`src/rtl/core/mtgl_pkg.sv`:
```
// Shared types, constants and helpers for the multibyte text glyph locator.
package mtgl_pkg;

    localparam int CODE_W       = 8;
    localparam int START_X_W    = 12;
    localparam int OFFSET_W     = 19;
    localparam int DRAW_X_W     = 13;
    localparam int COLUMN_BITS_DEF = 12;

    localparam logic [7:0] GB_LO       = 8'ha1;
    localparam logic [7:0] GB_HI       = 8'hfe;
    localparam logic [7:0] SJ_LEAD1_LO = 8'h81;
    localparam logic [7:0] SJ_LEAD1_HI = 8'h9f;
    localparam logic [7:0] SJ_LEAD2_LO = 8'he0;
    localparam logic [7:0] SJ_LEAD2_HI = 8'hfc;
    localparam logic [7:0] SJ_TR1_LO   = 8'h40;
    localparam logic [7:0] SJ_TR1_HI   = 8'h7e;
    localparam logic [7:0] SJ_TR2_LO   = 8'h80;
    localparam logic [7:0] SJ_TR2_HI   = 8'h9e;
    localparam logic [7:0] SJ_TR3_LO   = 8'h9f;
    localparam logic [7:0] SJ_TR3_HI   = 8'hfc;
    localparam logic [6:0] SJ_ROW2_BASE = 7'd62;
    localparam logic [6:0] SJ_CELL2_BASE = 7'd63;
    localparam logic [13:0] CELLS_PER_ROW = 14'd94;
    localparam logic [OFFSET_W-1:0] JP_BASE = 19'd4096;

    typedef enum logic [1:0] {
        MODE_ASCII  = 2'd0,
        MODE_GB2312 = 2'd1,
        MODE_SJIS   = 2'd2,
        MODE_EUCJP  = 2'd3
    } lang_mode_t;

    typedef enum logic [1:0] {
        STORE_HALF  = 2'd0,
        STORE_GB    = 2'd1,
        STORE_JP    = 2'd2
    } font_store_t;

    typedef enum logic [1:0] {
        KIND_HALF   = 2'd0,
        KIND_WORD   = 2'd1,
        KIND_SPLIT  = 2'd2
    } glyph_kind_t;

    typedef struct packed {
        logic                emit;
        logic                hold_lead;
        logic                drop_lead;
        font_store_t         store;
        logic [OFFSET_W-1:0] offset;
        glyph_kind_t         kind;
        logic                full_width;
        logic                bad;
    } glyph_dec_t;

    function automatic logic in_range(input logic [7:0] v, input logic [7:0] lo,
                                      input logic [7:0] hi);
        return (v >= lo) && (v <= hi);
    endfunction

    function automatic logic is_lead(input lang_mode_t mode, input logic [7:0] b);
        logic r;
        r = 1'b0;
        unique case (mode)
            MODE_GB2312, MODE_EUCJP: r = in_range(b, GB_LO, GB_HI);
            MODE_SJIS: r = in_range(b, SJ_LEAD1_LO, SJ_LEAD1_HI) ||
                           in_range(b, SJ_LEAD2_LO, SJ_LEAD2_HI);
            default: r = 1'b0;
        endcase
        return r;
    endfunction

endpackage

```
`src/rtl/core/mtgl_decode.sv`:
```
// Byte decoder: classifies a text byte and forms glyph store, offset and kind.
module mtgl_decode (
    input  mtgl_pkg::lang_mode_t  mode,
    input  logic [7:0]            pending_lead,
    input  logic [7:0]            code_byte,
    output mtgl_pkg::glyph_dec_t  dec
);
    import mtgl_pkg::*;

    logic        pend_valid;
    logic        pair;
    logic [7:0]  lead_off;
    logic [6:0]  sj_row;
    logic [6:0]  sj_cell;
    logic        sj_ok;
    logic [13:0] sj_idx;
    logic [7:0]  gb_row8;
    logic [7:0]  gb_cell8;
    logic        gb_ok;
    logic [13:0] gb_idx;
    logic [7:0]  cell8;

    assign pend_valid = (pending_lead != 8'd0);
    assign pair       = (mode != MODE_ASCII) && pend_valid;

    always_comb begin
        if (pending_lead <= SJ_LEAD1_HI) begin
            lead_off = pending_lead - SJ_LEAD1_LO;
            sj_row   = {lead_off[5:0], 1'b0};
        end else begin
            lead_off = pending_lead - SJ_LEAD2_LO;
            sj_row   = {lead_off[5:0], 1'b0} + SJ_ROW2_BASE;
        end
        sj_ok   = 1'b1;
        sj_cell = 7'd0;
        cell8   = 8'd0;
        if (in_range(code_byte, SJ_TR1_LO, SJ_TR1_HI)) begin
            cell8   = code_byte - SJ_TR1_LO;
            sj_cell = cell8[6:0];
        end else if (in_range(code_byte, SJ_TR2_LO, SJ_TR2_HI)) begin
            cell8   = code_byte - SJ_TR2_LO;
            sj_cell = cell8[6:0] + SJ_CELL2_BASE;
        end else if (in_range(code_byte, SJ_TR3_LO, SJ_TR3_HI)) begin
            cell8   = code_byte - SJ_TR3_LO;
            sj_row  = sj_row + 7'd1;
            sj_cell = cell8[6:0];
        end else begin
            sj_ok = 1'b0;
        end
        sj_ok  = sj_ok && is_lead(mode, pending_lead);
        sj_idx = 14'(sj_row) * CELLS_PER_ROW + 14'(sj_cell);
    end

    assign gb_row8  = pending_lead - GB_LO;
    assign gb_cell8 = code_byte - GB_LO;
    assign gb_ok    = is_lead(mode, pending_lead) && in_range(code_byte, GB_LO, GB_HI);
    assign gb_idx   = 14'(gb_row8[6:0]) * CELLS_PER_ROW + 14'(gb_cell8[6:0]);

    always_comb begin
        dec            = '0;
        dec.store      = STORE_HALF;
        dec.kind       = KIND_HALF;
        if (code_byte != 8'd0) begin
            if (!pair) begin
                if ((mode != MODE_ASCII) && is_lead(mode, code_byte)) begin
                    dec.hold_lead = 1'b1;
                end else begin
                    dec.emit   = 1'b1;
                    dec.store  = (mode == MODE_SJIS || mode == MODE_EUCJP) ?
                                 STORE_JP : STORE_HALF;
                    dec.offset = {7'd0, code_byte, 4'd0};
                end
            end else begin
                dec.emit       = 1'b1;
                dec.drop_lead  = 1'b1;
                dec.full_width = 1'b1;
                dec.store      = (mode == MODE_GB2312) ? STORE_GB : STORE_JP;
                dec.kind       = (mode == MODE_GB2312) ? KIND_WORD : KIND_SPLIT;
                unique case (mode)
                    MODE_SJIS: begin
                        dec.bad    = !sj_ok;
                        dec.offset = sj_ok ? (JP_BASE + {sj_idx, 5'd0}) : '0;
                    end
                    MODE_EUCJP: begin
                        dec.bad    = !gb_ok;
                        dec.offset = gb_ok ? (JP_BASE + {gb_idx, 5'd0}) : '0;
                    end
                    default: begin
                        dec.bad    = !gb_ok;
                        dec.offset = gb_ok ? {gb_idx, 5'd0} : '0;
                    end
                endcase
            end
        end
    end

endmodule

```
`src/rtl/core/multibyte_text_glyph_locator.sv`:
```
// Multibyte text glyph locator top level.
// Results are registered: a byte's result appears on the m_ side in the cycle after its input transfer.
// Throughput: one byte per cycle while the output is not stalled; decode is a single registered pass.
// Output register holds a result under backpressure; s_tready = !m_tvalid || m_tready.
// Reset (aresetn low, synchronous): mode ASCII, no lead held, column 0, output empty.
module multibyte_text_glyph_locator #(
    parameter int COLUMN_BITS = mtgl_pkg::COLUMN_BITS_DEF
) (
    input  logic        aclk,
    input  logic        aresetn,
    input  logic        cfg_valid,
    output logic        cfg_ready,
    input  logic [1:0]  cfg_data,   // lang_mode
    input  logic        s_tvalid,
    output logic        s_tready,
    input  logic [23:0] s_tdata,    // code_byte[7:0], start_x[19:8], zero pad
    input  logic        s_tuser,    // start_of_string
    output logic        m_tvalid,
    input  logic        m_tready,
    output logic [31:0] m_tdata,    // glyph_offset[18:0], draw_x[31:19]
    output logic [4:0]  m_tuser     // font_store[1:0], glyph_kind[3:2], bad_trail[4]
);
    import mtgl_pkg::*;

    localparam int DXW = (COLUMN_BITS > DRAW_X_W) ? COLUMN_BITS : DRAW_X_W;

    lang_mode_t             mode_reg;
    logic [7:0]             pending_reg, pending_next;
    logic [COLUMN_BITS-1:0] column_reg, column_next;
    logic [COLUMN_BITS-1:0] col_eff;
    logic                   s_xfer;
    logic [7:0]             code_byte;
    logic [START_X_W-1:0]   start_x;
    glyph_dec_t             dec;
    logic [DXW-1:0]         col_ext, dx_full;

    logic                   m_valid_reg;
    logic [OFFSET_W-1:0]    offset_reg;
    logic [DRAW_X_W-1:0]    draw_x_reg;
    font_store_t            store_reg;
    glyph_kind_t            kind_reg;
    logic                   bad_reg;

    assign cfg_ready = 1'b1;
    assign s_tready  = !m_valid_reg || m_tready;
    assign s_xfer    = s_tvalid && s_tready;
    assign code_byte = s_tdata[7:0];
    assign start_x   = s_tdata[19:8];
    assign col_eff   = s_tuser ? COLUMN_BITS'(start_x) : column_reg;

    mtgl_decode u_decode (
        .mode         (mode_reg),
        .pending_lead (pending_reg),
        .code_byte    (code_byte),
        .dec          (dec)
    );

    assign col_ext = DXW'(col_eff);
    assign dx_full = dec.full_width ? (col_ext - DXW'(8)) : col_ext;

    always_comb begin
        pending_next = pending_reg;
        if (dec.hold_lead) begin
            pending_next = code_byte;
        end else if (dec.drop_lead) begin
            pending_next = 8'd0;
        end
        column_next = (code_byte != 8'd0) ? (col_eff + COLUMN_BITS'(8)) : col_eff;
    end

    always_ff @(posedge aclk) begin
        if (!aresetn) begin
            mode_reg    <= MODE_ASCII;
            pending_reg <= 8'd0;
            column_reg  <= '0;
            m_valid_reg <= 1'b0;
        end else begin
            if (cfg_valid && cfg_ready) begin
                mode_reg <= lang_mode_t'(cfg_data);
            end
            if (s_xfer) begin
                pending_reg <= pending_next;
                column_reg  <= column_next;
                m_valid_reg <= dec.emit;
            end else if (m_tready) begin
                m_valid_reg <= 1'b0;
            end
        end
    end

    always_ff @(posedge aclk) begin
        if (s_xfer) begin
            offset_reg <= dec.offset;
            draw_x_reg <= dx_full[DRAW_X_W-1:0];
            store_reg  <= dec.store;
            kind_reg   <= dec.kind;
            bad_reg    <= dec.bad;
        end
    end

    assign m_tvalid = m_valid_reg;
    assign m_tdata  = {draw_x_reg, offset_reg};
    assign m_tuser  = {bad_reg, kind_reg, store_reg};

endmodule
```
`config.mk`:
```
export PLATFORM = sky130hd
export DESIGN_NAME = multibyte_text_glyph_locator
export DESIGN_NICKNAME = d
export VERILOG_FILES = /design/src/rtl/core/mtgl_pkg.sv /design/src/rtl/core/mtgl_decode.sv /design/src/rtl/core/multibyte_text_glyph_locator.sv
export SDC_FILE = /design/constraint.sdc
export NUM_CORES = 1
export LEC_CHECK = 0
export ABC_AREA = 1
export BUFFER_PORTS_ARGS = -buffer_cell sky130_fd_sc_hd__buf_2
export CORE_ASPECT_RATIO = 1.2
export CORE_MARGIN = 1.5
export CORE_UTILIZATION = 40
export CTS_CLUSTER_SIZE = 25
export DETAILED_ROUTE_END_ITERATION = 6
export GPL_ROUTABILITY_DRIVEN = 1
export SLEW_MARGIN = 20
export SYNTH_ARGS = -nofsm -noshare
export SYNTH_HDL_FRONTEND = slang
export SYNTH_SLANG_ARGS = --single-unit
```
`constraint.sdc`:
```
create_clock -name aclk -period 16.54 [get_ports aclk]
set_input_delay 1.654 -clock aclk [delete_from_list [all_inputs] [get_ports aclk]]
set_output_delay 1.654 -clock aclk [all_outputs]
set_load 0.01 [all_outputs]
```
==> impl_metrics.toml <==
[pwr]
power_mw = 1.36
p_leak_nw = 3.69
peakVddDrop_uv = 100
power_density_nw_per_um2 = 187

[worst_setup_path]
path_depth = 30
path_delay_family = "adder cells"
max_stage_delay_ns = 0.55
cp_max_fo = 7
cp_data_arrival_time_ns = 6.82
path_class = "in2reg"
startpoint_type = "primary input"
cp_num_buf_inv = 7
worst_path_max_delay_cell = "fa_1"
endpoint_kind = "flip-flop"
rr_worst_depth = 28
crit_required_ns = 16.60

[global_route]
grt_usage_pct = 18.3
grt_pass1_vias = 5585
grt_pass1_wl_mm = 25.8
grt_max_degree = 38
grt_overflow = 0
antenna_found_initial = 0

[placed_design]
placed_cells = 1198
io_buffers = 62
pre_cts_ws_ns = 9.52
hpwl_mm = 13.0
gp_routability_congestion = 0.917

[detailed_routing]
drt_iter0_drc = 342
vias = 6031
dr.pass1.iters = 5
drcViolationCount = 0
totalWireLength_mm = 15.5
antenna_left = 0
wl_per_cell_um = 12.9
vias_per_cell = 5.00

[synth]
ys_types = 49
ys_ff_latch = 56
ys.warnings.count = 0
ys_seq_area_share_pct = 21.8
syn_inst = 943
yosysTopAreaCellShare_pct = 14.9
synth_xor_xnor_area_share_pct = 5.12
synth_compound_gate_area_share_pct = 11.0
synthMuxAreaShare_pct = 0.150
synthArstFlopShare_pct = 0
syn_area_um2 = 6670
synth_ff_type = "edfxtp_1"
yosysTopAreaCell = "edfxtp_1"
synth_edf_count = 33
synthAdderAreaFrac_pct = 21.2
synth_simple_gate_area_share_pct = 27.8
netlist_top_cells_area = "edfxtp_1 (15%), ha_1 (13%), nand2_1 (12%)"
syn_avg_cell_area_um2 = 7.07
synth_top_family_by_area = "simple AND/OR/NAND/NOR gates"

[cells_and_area]
final_nets = 1122
mostFrequentLayoutCells = "nand2_1 (208), inv_1 (183), ha_1 (70)"
fin_cells = 1206
layout_commonest_cell = "nand2_1"
final_core_util_pct = 44.8
largest_register_ffs = 15
antenna-diode-count = 0
syn_to_final_growth_pct = 9.15
drive_above_1_share_pct = 12.8

[clock_network]
cts_max_level = 2
cts_tree = "built"
cts_buffers = 5
clockRootBuffer = "clkbuf_16"
cts.repair.resized = 0
post_cts_buffers = 0
clkSinkCount = 56
path_clk_slew_ns = 0.07
holdBufCountCts = 0
clk-insertion-delay-late_ns = 0.29
cts_buffer_depth = 2

[timing]
setup_viol = 0
finalWorstSetupSlack_ns = 9.78
fmax_mhz = 148
drv_slew = 0
fin_crit_sh_pct = 40.9
tightestPinTransition_ns = 0.627
slew_headroom_pct = 57.9
hold_viol = 0
fin_crit_ns = 6.76
rsz0062_at_grt = "false"
fin_tns_setup_ns = 0
skew_ns = 0.00673

[floorplan]
die_h_um = 144
fp-row-count = 51
ios = 72
die_width_um = 121
die_area_um2 = 17500
start_util_pct = 41.0
core_region_area_um2 = 16300

[min_path]
holdPathStages = 2
worstHoldPathType = "reg2reg"

[run]
drv_cap = 0

[status]
status = "finished clean"
## final timing paths
path,startpoint,end,slack (ns)
setup / recovery,s_tdata[0],offset_reg[18]$_SDFFCE_PP0P_,9.78
setup reg to reg,pending_reg[0]$_SDFFE_PN0P_,offset_reg[18]$_SDFFCE_PP0P_,10.16
hold reg to reg,column_reg[2]$_SDFFE_PN0P_,column_reg[2]$_SDFFE_PN0P_,0.45
hold / removal,column_reg[2]$_SDFFE_PN0P_,column_reg[2]$_SDFFE_PN0P_,0.45
## routing by layer
layer  track usage [%]  vias up  wire length [um]
met3              1.58       28               564
met1              22.9     2756              6940
met2              32.3      138              7460
met5                 0        -                 0
met4              7.31        0               563
li1                  -     3109                 -
## Yosys cell counts (3+ instances only)
library cell and number:
a21oi_1 39, a21oi_2 4, a31oi_1 6, buf_2 6, buf_4 9, clkbuf_1 7
dfxtp_1 23, edfxtp_1 33, fa_1 27, ha_1 70, inv_1 184, inv_2 7
nand2_1 208, nand2_2 18, nand2_4 3, nand3_1 59, nand3_2 3, nand3b_1 3
nand4_1 15, nor2_1 62, nor2_2 11, nor3_1 12, nor3_2 3, o211ai_1 7
o21ai_0 44, o21ai_1 5, o21bai_1 3, o221ai_1 7, xnor2_1 11, xor2_1 28
## metrics by stage
step                      area [um2]  hold WS (ns)
after global routing            7280         0.465
after global placement          7130         0.434
after floorplan                 6680         0.424
after CTS                       7280         0.454
after detailed placement        7130         0.443
final                           7280         0.450
## worst min-delay path, stage by stage, from the launching register on
cell     delay, ns
dfxtp_1       0.30
inv_1         0.05
a21oi_1       0.05
## area by class of cell
type	count	area (um2)
fill	1737	8990
multi-input combinational	675	4370
sequential	56	1450
inverter	192	722
timing repair buffer	63	318
tap	212	265
clock buffer	7	143
clock inverter	1	8.76
## cells by family after synthesis
group | Yosys count
adder cells (fa/ha/maj) | 97
flip-flops | 56
other | 2
XOR/XNOR | 39
AO/OA/AOI/OAI | 125
multiplexers | 1
buffers and inverters | 215
AND/OR/NAND/NOR | 408
## power by group
part	internal [mW]	total (mW)	switching, mW
clock network	0.0607	0.108	0.0468
logic	0.373	1.09	0.720
registers	0.160	0.164	0.00406
total	0.594	1.36	0.771
No activity file was read; power rests on OpenSTA's default activity.
